==> config.mk <==
export PLATFORM = sky130hd
export DESIGN_NAME = optical_sweep_pulse_decoder
export DESIGN_NICKNAME = d
export VERILOG_FILES = /design/src/sv/ospd_pkg.sv /design/src/sv/ospd_front.sv /design/src/sv/ospd_queue.sv /design/src/sv/ospd_back.sv /design/src/sv/optical_sweep_pulse_decoder.sv
export SDC_FILE = /design/constraint.sdc
export NUM_CORES = 1
export LEC_CHECK = 0
export ABC_AREA = 1
export BUFFER_PORTS_ARGS = -buffer_cell sky130_fd_sc_hd__buf_2
export CORE_MARGIN = 2
export CORE_UTILIZATION = 40
export CTS_BUF_LIST = sky130_fd_sc_hd__clkbuf_4 sky130_fd_sc_hd__clkbuf_8 sky130_fd_sc_hd__clkbuf_16
export CTS_CLUSTER_SIZE = 8
export DETAILED_ROUTE_END_ITERATION = 6
export SLEW_MARGIN = 20
export SYNTH_ARGS = -nofsm -noshare
export SYNTH_HDL_FRONTEND = slang
export SYNTH_SLANG_ARGS = --single-unit
==> constraint.sdc <==
create_clock -name clk -period 8.3 [get_ports clk]
set_input_delay 0.83 -clock clk [delete_from_list [all_inputs] [get_ports clk]]
set_output_delay 0.83 -clock clk [all_outputs]
set_load 0.05 [all_outputs]
==> src/sv/ospd_pkg.sv <==
// ----------------------------------------------------------------------------
// Optical sweep pulse decoder package
// Shared widths, codes, reset values and the control word that travels from
// the classifier through the queue to the station tracker.
// ----------------------------------------------------------------------------
`default_nettype none

package ospd_pkg;

  // Default tick counter width and depth of the front-to-back queue.
  localparam int TIME_WIDTH_DEFAULT  = 32;
  localparam int QUEUE_DEPTH_DEFAULT = 4;

  // Configuration registers.
  localparam int LIMIT_WIDTH = 16;
  localparam int CFG_INDEX_WIDTH = 8;
  localparam logic [CFG_INDEX_WIDTH-1:0] REG_SWEEP_LIMIT = 8'd0;
  localparam logic [CFG_INDEX_WIDTH-1:0] REG_SYNC_LIMIT  = 8'd1;
  localparam logic [LIMIT_WIDTH-1:0] SWEEP_LIMIT_RESET = 16'd500;
  localparam logic [LIMIT_WIDTH-1:0] SYNC_LIMIT_RESET  = 16'd990;

  // Width of the stored times as seen on the output ports.
  localparam int OUT_WIDTH = 32;

  // floor(w / 100) for w below 2^16 is (w * DIV100_MUL) >> DIV100_SHIFT.
  localparam int DIV100_MUL_WIDTH = 17;
  localparam logic [DIV100_MUL_WIDTH-1:0] DIV100_MUL = 17'd83887;
  localparam int DIV100_SHIFT = 23;
  localparam int DIV100_PROD_WIDTH = LIMIT_WIDTH + DIV100_MUL_WIDTH;

  // Class of a finished pulse.
  typedef enum logic [1:0] {
    KIND_NONE  = 2'd0,
    KIND_SWEEP = 2'd1,
    KIND_SYNC  = 2'd2,
    KIND_SKIP  = 2'd3
  } kind_t;

  // Station codes for the index and the pending mark.
  typedef enum logic [1:0] {
    STATION_NONE = 2'd0,
    STATION_A    = 2'd1,
    STATION_B    = 2'd2,
    STATION_RSVD = 2'd3
  } station_t;

  // Slots of the stored times.
  localparam logic [1:0] SLOT_A_X = 2'd0;
  localparam logic [1:0] SLOT_B_X = 2'd2;
  localparam int NUM_SLOTS = 4;

  // Control word of one sample after classification.
  typedef struct packed {
    kind_t kind;
    logic  strobe;
    logic  width_even;
  } pulse_ctrl_t;

  localparam int CTRL_WIDTH = $bits(pulse_ctrl_t);

endpackage

`default_nettype wire

==> src/sv/ospd_front.sv <==
// ----------------------------------------------------------------------------
// Optical sweep pulse decoder front end
// Holds the threshold registers, detects edges, measures each high pulse and
// classifies it into a control word for the queue.
// ----------------------------------------------------------------------------
`default_nettype none

module ospd_front #(
  parameter int TIME_WIDTH = ospd_pkg::TIME_WIDTH_DEFAULT
) (
  input  wire                                   clk,
  input  wire                                   rst,
  input  wire                                   in_valid,
  output logic                                  in_ready,
  input  wire                                   optical_level,
  input  wire  [TIME_WIDTH-1:0]                 tick_time,
  input  wire                                   cfg_valid,
  output logic                                  cfg_ready,
  input  wire  [ospd_pkg::CFG_INDEX_WIDTH-1:0]  cfg_index,
  input  wire  [ospd_pkg::LIMIT_WIDTH-1:0]      cfg_data,
  output logic                                  q_valid,
  input  wire                                   q_ready,
  output ospd_pkg::pulse_ctrl_t                 q_ctrl,
  output logic [TIME_WIDTH-1:0]                 q_pulse_start
);
  import ospd_pkg::*;

  logic [LIMIT_WIDTH-1:0] sweep_limit;
  logic [LIMIT_WIDTH-1:0] sync_limit;

  logic                  prev_level;
  logic                  in_pulse;
  logic [TIME_WIDTH-1:0] pulse_start;

  logic                  s1_valid;
  logic                  s1_strobe;
  logic                  s1_ended;
  logic [TIME_WIDTH-1:0] s1_width;
  logic [TIME_WIDTH-1:0] s1_pulse_start;

  logic                         accept;
  logic                         level_rise;
  logic                         level_fall;
  kind_t                        kind;
  logic [DIV100_PROD_WIDTH-1:0] div_prod;

  // Configuration writes are always taken; unknown indexes are dropped.
  assign cfg_ready = 1'b1;

  always_ff @(posedge clk) begin
    if (rst) begin
      sweep_limit <= SWEEP_LIMIT_RESET;
      sync_limit  <= SYNC_LIMIT_RESET;
    end else if (cfg_valid) begin
      if (cfg_index == REG_SWEEP_LIMIT) begin
        sweep_limit <= cfg_data;
      end else if (cfg_index == REG_SYNC_LIMIT) begin
        sync_limit <= cfg_data;
      end
    end
  end

  // The measuring stage moves whenever it is empty or the queue takes it.
  assign in_ready   = !s1_valid || q_ready;
  assign accept     = in_valid && in_ready;
  assign level_rise = !prev_level && optical_level;
  assign level_fall = prev_level && !optical_level;

  // Edge detection and pulse width measurement.
  always_ff @(posedge clk) begin
    if (rst) begin
      prev_level  <= 1'b0;
      in_pulse    <= 1'b0;
      pulse_start <= '0;
      s1_valid    <= 1'b0;
    end else begin
      if (in_ready) begin
        s1_valid <= in_valid;
      end
      if (accept) begin
        prev_level <= optical_level;
        if (level_rise && !in_pulse) begin
          pulse_start <= tick_time;
          in_pulse    <= 1'b1;
        end else if (level_fall && in_pulse) begin
          in_pulse <= 1'b0;
        end
      end
    end
  end

  // Payload of the measuring stage.
  always_ff @(posedge clk) begin
    if (accept) begin
      s1_strobe      <= level_rise || level_fall;
      s1_ended       <= level_fall && in_pulse;
      s1_width       <= tick_time - pulse_start;
      s1_pulse_start <= pulse_start;
    end
  end

  // Classification against the thresholds.
  always_comb begin
    if (!s1_ended) begin
      kind = KIND_NONE;
    end else if (s1_width < TIME_WIDTH'(sweep_limit)) begin
      kind = KIND_SWEEP;
    end else if (s1_width < TIME_WIDTH'(sync_limit)) begin
      kind = KIND_SYNC;
    end else begin
      kind = KIND_SKIP;
    end
  end

  // Parity of width / 100; only needed for syncs, whose width is below 2^16.
  assign div_prod = DIV100_PROD_WIDTH'(s1_width[LIMIT_WIDTH-1:0]) *
                    DIV100_PROD_WIDTH'(DIV100_MUL);

  assign q_valid            = s1_valid;
  assign q_ctrl.kind        = kind;
  assign q_ctrl.strobe      = s1_strobe;
  assign q_ctrl.width_even  = !div_prod[DIV100_SHIFT];
  assign q_pulse_start      = s1_pulse_start;

endmodule

`default_nettype wire

==> src/sv/ospd_queue.sv <==
// ----------------------------------------------------------------------------
// Optical sweep pulse decoder queue
// Small register queue that decouples the classifier from the tracker.
// ----------------------------------------------------------------------------
`default_nettype none

module ospd_queue #(
  parameter int WIDTH = 8,
  parameter int DEPTH = ospd_pkg::QUEUE_DEPTH_DEFAULT
) (
  input  wire              clk,
  input  wire              rst,
  input  wire              push_valid,
  output logic             push_ready,
  input  wire  [WIDTH-1:0] push_data,
  output logic             pop_valid,
  input  wire              pop_ready,
  output logic [WIDTH-1:0] pop_data
);
  localparam int PTR_WIDTH   = (DEPTH > 1) ? $clog2(DEPTH) : 1;
  localparam int COUNT_WIDTH = $clog2(DEPTH + 1);

  logic [WIDTH-1:0]       entries [DEPTH];
  logic [PTR_WIDTH-1:0]   wr_ptr;
  logic [PTR_WIDTH-1:0]   rd_ptr;
  logic [COUNT_WIDTH-1:0] count;

  logic do_push;
  logic do_pop;

  assign push_ready = (count != COUNT_WIDTH'(DEPTH));
  assign pop_valid  = (count != '0);
  assign do_push    = push_valid && push_ready;
  assign do_pop     = pop_valid && pop_ready;
  assign pop_data   = entries[rd_ptr];

  // Pointers and fill count.
  always_ff @(posedge clk) begin
    if (rst) begin
      wr_ptr <= '0;
      rd_ptr <= '0;
      count  <= '0;
    end else begin
      if (do_push) begin
        wr_ptr <= (wr_ptr == PTR_WIDTH'(DEPTH - 1)) ? '0 : wr_ptr + 1'b1;
      end
      if (do_pop) begin
        rd_ptr <= (rd_ptr == PTR_WIDTH'(DEPTH - 1)) ? '0 : rd_ptr + 1'b1;
      end
      if (do_push && !do_pop) begin
        count <= count + 1'b1;
      end else if (do_pop && !do_push) begin
        count <= count - 1'b1;
      end
    end
  end

  // Entry storage.
  always_ff @(posedge clk) begin
    if (do_push) begin
      entries[wr_ptr] <= push_data;
    end
  end

endmodule

`default_nettype wire

==> src/sv/ospd_back.sv <==
// ----------------------------------------------------------------------------
// Optical sweep pulse decoder back end
// Tracks sync windows, axis and station, stores sync-to-sweep times and holds
// the output word until it is taken.
// ----------------------------------------------------------------------------
`default_nettype none

module ospd_back #(
  parameter int TIME_WIDTH = ospd_pkg::TIME_WIDTH_DEFAULT
) (
  input  wire                               clk,
  input  wire                               rst,
  input  wire                               q_valid,
  output logic                              q_ready,
  input  ospd_pkg::pulse_ctrl_t             q_ctrl,
  input  wire  [TIME_WIDTH-1:0]             q_pulse_start,
  output logic                              out_valid,
  input  wire                               out_ready,
  output logic [ospd_pkg::OUT_WIDTH-1:0]    a_x,
  output logic [ospd_pkg::OUT_WIDTH-1:0]    a_y,
  output logic [ospd_pkg::OUT_WIDTH-1:0]    b_x,
  output logic [ospd_pkg::OUT_WIDTH-1:0]    b_y,
  output logic [1:0]                        pulse_kind,
  output logic                              edge_strobe
);
  import ospd_pkg::*;

  logic [TIME_WIDTH-1:0] window_start;
  station_t              station_index;
  station_t              pending_station;
  logic                  axis_is_x;
  logic [TIME_WIDTH-1:0] times [NUM_SLOTS];
  kind_t                 out_kind;
  logic                  out_strobe;

  logic                  pop;
  logic [TIME_WIDTH-1:0] sweep_dt;
  logic [1:0]            slot;

  // The stored times are the output payload, so a word is popped only
  // when the output register is free.
  assign q_ready  = !out_valid || out_ready;
  assign pop      = q_valid && q_ready;
  assign sweep_dt = q_pulse_start - window_start;
  assign slot     = ((pending_station == STATION_B) ? SLOT_B_X : SLOT_A_X) +
                    {1'b0, !axis_is_x};

  // Station tracking state.
  always_ff @(posedge clk) begin
    if (rst) begin
      window_start    <= '0;
      station_index   <= STATION_NONE;
      pending_station <= STATION_NONE;
      axis_is_x       <= 1'b0;
      for (int i = 0; i < NUM_SLOTS; i++) begin
        times[i] <= '0;
      end
    end else if (pop) begin
      unique case (q_ctrl.kind)
        KIND_SYNC: begin
          window_start <= q_pulse_start;
          if (station_index != STATION_NONE) begin
            axis_is_x       <= q_ctrl.width_even;
            pending_station <= station_index;
          end
        end
        KIND_SWEEP: begin
          station_index <= STATION_A;
          if (pending_station == STATION_A || pending_station == STATION_B) begin
            times[slot]     <= sweep_dt;
            pending_station <= STATION_NONE;
          end
        end
        KIND_SKIP: begin
          if (station_index == STATION_A) begin
            station_index <= STATION_B;
          end
        end
        KIND_NONE: begin
        end
        default: begin
        end
      endcase
    end
  end

  // Output handshake.
  always_ff @(posedge clk) begin
    if (rst) begin
      out_valid <= 1'b0;
    end else if (pop) begin
      out_valid <= 1'b1;
    end else if (out_ready) begin
      out_valid <= 1'b0;
    end
  end

  always_ff @(posedge clk) begin
    if (pop) begin
      out_kind   <= q_ctrl.kind;
      out_strobe <= q_ctrl.strobe;
    end
  end

  // Stored times are shown in their low bits, zero extended when narrower.
  logic [TIME_WIDTH+OUT_WIDTH-1:0] ext_a_x;
  logic [TIME_WIDTH+OUT_WIDTH-1:0] ext_a_y;
  logic [TIME_WIDTH+OUT_WIDTH-1:0] ext_b_x;
  logic [TIME_WIDTH+OUT_WIDTH-1:0] ext_b_y;

  assign ext_a_x = {{OUT_WIDTH{1'b0}}, times[0]};
  assign ext_a_y = {{OUT_WIDTH{1'b0}}, times[1]};
  assign ext_b_x = {{OUT_WIDTH{1'b0}}, times[2]};
  assign ext_b_y = {{OUT_WIDTH{1'b0}}, times[3]};

  assign a_x         = ext_a_x[OUT_WIDTH-1:0];
  assign a_y         = ext_a_y[OUT_WIDTH-1:0];
  assign b_x         = ext_b_x[OUT_WIDTH-1:0];
  assign b_y         = ext_b_y[OUT_WIDTH-1:0];
  assign pulse_kind  = out_kind;
  assign edge_strobe = out_strobe;

endmodule

`default_nettype wire

==> src/sv/optical_sweep_pulse_decoder.sv <==
// ----------------------------------------------------------------------------
// Optical sweep pulse decoder
// Path: a sample is loaded into the measure stage register when accepted, then
// into a queue entry and then into the tracker output register, which drives
// the result word; back-pressure can hold it at each step.
// Throughput: one sample per cycle while out_ready stays high.
// Reset: synchronous; thresholds return to 500 and 990, valid flags, pointers and tracker state clear.
// ----------------------------------------------------------------------------
`default_nettype none

module optical_sweep_pulse_decoder #(
  parameter int TIME_WIDTH  = ospd_pkg::TIME_WIDTH_DEFAULT,
  parameter int QUEUE_DEPTH = ospd_pkg::QUEUE_DEPTH_DEFAULT
) (
  input  wire                                   clk,
  input  wire                                   rst,
  input  wire                                   in_valid,
  output logic                                  in_ready,
  input  wire                                   optical_level,
  input  wire  [TIME_WIDTH-1:0]                 tick_time,
  output logic                                  out_valid,
  input  wire                                   out_ready,
  output logic [ospd_pkg::OUT_WIDTH-1:0]        a_x,
  output logic [ospd_pkg::OUT_WIDTH-1:0]        a_y,
  output logic [ospd_pkg::OUT_WIDTH-1:0]        b_x,
  output logic [ospd_pkg::OUT_WIDTH-1:0]        b_y,
  output logic [1:0]                            pulse_kind,
  output logic                                  edge_strobe,
  input  wire                                   cfg_valid,
  output logic                                  cfg_ready,
  input  wire  [ospd_pkg::CFG_INDEX_WIDTH-1:0]  cfg_index,
  input  wire  [ospd_pkg::LIMIT_WIDTH-1:0]      cfg_data
);
  import ospd_pkg::*;

  localparam int ENTRY_WIDTH = CTRL_WIDTH + TIME_WIDTH;

  logic                  f_valid;
  logic                  f_ready;
  pulse_ctrl_t           f_ctrl;
  logic [TIME_WIDTH-1:0] f_pulse_start;

  logic                  b_valid;
  logic                  b_ready;
  logic [ENTRY_WIDTH-1:0] b_entry;
  pulse_ctrl_t           b_ctrl;
  logic [TIME_WIDTH-1:0] b_pulse_start;

  // Edge detection, measurement and classification.
  ospd_front #(
    .TIME_WIDTH (TIME_WIDTH)
  ) u_front (
    .clk           (clk),
    .rst           (rst),
    .in_valid      (in_valid),
    .in_ready      (in_ready),
    .optical_level (optical_level),
    .tick_time     (tick_time),
    .cfg_valid     (cfg_valid),
    .cfg_ready     (cfg_ready),
    .cfg_index     (cfg_index),
    .cfg_data      (cfg_data),
    .q_valid       (f_valid),
    .q_ready       (f_ready),
    .q_ctrl        (f_ctrl),
    .q_pulse_start (f_pulse_start)
  );

  // Queue between the classifier and the tracker.
  ospd_queue #(
    .WIDTH (ENTRY_WIDTH),
    .DEPTH (QUEUE_DEPTH)
  ) u_queue (
    .clk        (clk),
    .rst        (rst),
    .push_valid (f_valid),
    .push_ready (f_ready),
    .push_data  ({f_ctrl, f_pulse_start}),
    .pop_valid  (b_valid),
    .pop_ready  (b_ready),
    .pop_data   (b_entry)
  );

  assign b_ctrl        = pulse_ctrl_t'(b_entry[ENTRY_WIDTH-1:TIME_WIDTH]);
  assign b_pulse_start = b_entry[TIME_WIDTH-1:0];

  // Station tracking and output word.
  ospd_back #(
    .TIME_WIDTH (TIME_WIDTH)
  ) u_back (
    .clk           (clk),
    .rst           (rst),
    .q_valid       (b_valid),
    .q_ready       (b_ready),
    .q_ctrl        (b_ctrl),
    .q_pulse_start (b_pulse_start),
    .out_valid     (out_valid),
    .out_ready     (out_ready),
    .a_x           (a_x),
    .a_y           (a_y),
    .b_x           (b_x),
    .b_y           (b_y),
    .pulse_kind    (pulse_kind),
    .edge_strobe   (edge_strobe)
  );

endmodule

`default_nettype wire
==> results.sh <==
export IMPL_outcome="complete, no violations"
export IMPL_design_area_mm2=0.02923
export IMPL_grt_pass1_vias=18350
export IMPL_dp_hpwl_um=47360
export IMPL_worst_slew_pin_slew_ns=1.003
export IMPL_post_cts_resized=0
export IMPL_grt_max_degree=71
export IMPL_post_cts_setup_buffers=0
export IMPL_syn_instance_count=2618
export IMPL_die_x_um=255.3
export IMPL_clock_skew_ns=0.02079
export IMPL_postPlaceCellArea_mm2=0.02707
export IMPL_layout_nets=3182
export IMPL_synth_cell_area_mm2=0.02526
export IMPL_drc_errors=0
export IMPL_ys_warn_count=0
export IMPL_hold_buffers=0
export IMPL_top_usage_layer="met2"
export IMPL_rows=92
export IMPL_io_pins=196
export IMPL_worst_slack_ns=2.790
export IMPL_crit_arrival_ns=5.82
export IMPL_reg2reg_slack_ns=2.79
export IMPL_antenna_found_initial=1
export IMPL_hold_depth=0
export IMPL_cts_sinks=455
export IMPL_dp_cells=3608
export IMPL_fin_tns_setup_ns=0
export IMPL_hold_class="reg2reg"
export IMPL_wl_per_cell_um=16.89
export IMPL_ff2ff_path_depth=20
export IMPL_cts_max_level=3
export IMPL_vias=18240
export IMPL_r2r_end="u_queue.entries[3][32]"
export IMPL_cts_tree="done"
export IMPL_setup_viol_count_final=0
export IMPL_grt_remaining_overflow=0
export IMPL_syn_avg_cell_area_um2=9.649
export IMPL_start_kind="flip-flop"
export IMPL_fmaxAchievable_mhz=181.5
export IMPL_grt_pass1_wl_um=99570
export IMPL_path_max_fanout=6
export IMPL_clk_pin_slew_ns=0.05
export IMPL_critPathRequiredTime_ns=8.61
export IMPL_cts_root_buf="clkbuf_16"
export IMPL_die_height_um=255.3
export IMPL_start_util_pct=40.27
export IMPL_drt_initial_drc_count=906
export IMPL_timing_rr_start="u_front.s1_width[10]"
export IMPL_hold_violations=0
export IMPL_via_per_inst=4.886
export IMPL_clk_latency_ns=0.59
export IMPL_numCtsBuffers=68
export IMPL_ys_seq_elements=455
export IMPL_drive_above_1_share_pct=12.47
export IMPL_seq_area_frac_synth_pct=49.57
export IMPL_post_route_min_period_ns=5.510
export IMPL_grt_util_all_layers_pct=19.27
export IMPL_wl_um=63050
export IMPL_place_gp_congestion=0.9182
export IMPL_syn2layout_area_growth_pct=15.71
export IMPL_hp_start="u_front.pulse_start[30]"
export IMPL_port_buffer_count=194
export IMPL_first_pass_iters=5
export IMPL_maxCapViolCount=0
export IMPL_core_mm2=0.06274
export IMPL_endpoint_kind="flip-flop"
export IMPL_slew_headroom_pct=33.15
export IMPL_mostFrequentLayoutCells="inv_1, nand2_1, nor2_1"
export IMPL_rsz0062_at_grt="false"
export IMPL_startpoint="u_front.s1_width[10]"
export IMPL_use_met2_pct=31.82
export IMPL_die_area_mm2=0.06518
export IMPL_finalCritPeriodShare_pct=66.38
export IMPL_syn_nets=2968
export IMPL_place_worst_setup_slack_ns=2.834
export IMPL_drv_slew=0
export IMPL_drt_antenna_violating_nets=0
export IMPL_critical_path_class="reg2reg"
export IMPL_use_met1_pct=25.58
export IMPL_worstSetupEndpoint="u_queue.entries[3][32]"
export IMPL_grtUsageMet3_pct=3.075
export IMPL_yosysUniqueCellTypes=47
export IMPL_final_common_cell="inv_1"
export IMPL_finalNonFillerCells=3733
export IMPL_clockBufferDepth=3
synthesized netlist by cell type, drive strengths merged:
master,instances,area [µm²]
o21ai,157,793.3
or2,1,6.260
a21o,6,45.04
buf,35,237.7
nand2,398,1521
ha,196,2452
clkbuf,31,116.4
nor4,3,33.78
o21bai,8,60.06
nor3,18,101.4
a211oi,41,307.8
edfxtp,341,10240
o211a,1,10.01
a32o,1,10.01
a32oi,2,17.52
o211ai,3,22.52
and2,2,12.51
o21a,5,37.54
clkinv,1,5.000
conb,1,3.750
nand3,82,432.9
a21boi,4,30.03
nor2,361,1370
inv,462,1734
xnor2,27,236.5
nand3b,14,105.1
a31oi,4,25.02
fa,92,1842
dfxtp,114,2282
o22ai,32,200.2
xor2,19,166.4
a21oi,138,690.7
nand4,18,112.6
state kept, by name, summed over array words and instances (netlist names), named ones only:
register / flops
u_back.pending_station: 2
u_queue.count: 3
u_queue.rd_ptr: 2
u_back.pulse_kind: 2
u_front.s1_ended: 1
u_front.s1_strobe: 1
u_front.q_pulse_start: 32
u_front.sweep_limit: 16
u_front.s1_width: 32
u_back.station_index: 2
u_queue.wr_ptr: 2
u_back.edge_strobe: 1
u_back.times: 128
u_front.q_valid: 1
u_back.out_valid: 1
u_back.axis_is_x: 1
u_queue.entries: 144
u_back.window_start: 32
u_front.pulse_start: 32
u_front.sync_limit: 16
u_front.prev_level: 1
u_front.in_pulse: 1
through the flow:
stage,util (%),hold slack [ns]
global placement,43.15,0.4158
finish,46.59,0.4290
detailed placement,43.15,0.4181
CTS,46.59,0.4309
global route,46.59,0.4387
floorplan,-,0.4082
critical path, stage by stage, from the launching register on:
cell	delay (ns)
edfxtp_1	0.51
fa_1	0.67
inv_1	0.07
fa_1	0.48
inv_1	0.06
fa_1	0.53
inv_1	0.05
fa_1	0.53
inv_1	0.06
fa_1	0.54
inv_1	0.06
fa_1	0.52
inv_1	0.04
ha_1	0.26
nand2_1	0.07
nor3_1	0.31
nand3_1	0.14
nand3_1	0.15
inv_1	0.05
nand2_1	0.06
nand2_1	0.09
layer usage:
metal / vias up / share of wire (%)
li1: 9042 / -
met1: 8587 / 46
met2: 507 / 46
met3: 105 / 5.3
met4: 0 / 3.1
met5: - / 0
final cells by class:
cell class / instances / area [µm²]
Multi-Input combinational cell: 1634 / 10660
Fill cell: 5949 / 33510
Antenna cell: 1 / 2.502
Clock buffer: 115 / 2078
Inverter: 463 / 1739
Clock inverter: 9 / 80.08
Timing Repair Buffer: 210 / 1091
Sequential cell: 455 / 12520
Tap cell: 846 / 1059
how the worst min path moves through the flow:
stage                                     end  slack, ns
finish              u_front.q_pulse_start[30]       0.43
global route        u_front.q_pulse_start[10]       0.44
CTS                 u_front.q_pulse_start[10]       0.43
global placement    u_front.q_pulse_start[20]       0.42
floorplan           u_front.q_pulse_start[10]       0.41
detailed placement  u_front.q_pulse_start[22]       0.42
kinds of logic (layout without fill, tap and decap cells):
logic type      after synthesis  after routing  share of synthesized area (%)
other cells                   1              2                        0.01484
buf+inv                     529            797                          8.286
compound gates              402            402                          8.905
xor+xnor                     46             46                          1.595
simple gates                897            897                          14.63
flops                       455            455                          49.57
fa+ha+maj                   288            288                          17.00
Power is not shown: default switching activity piles up to over one toggle a cycle in this logic, so the estimate is an artifact.
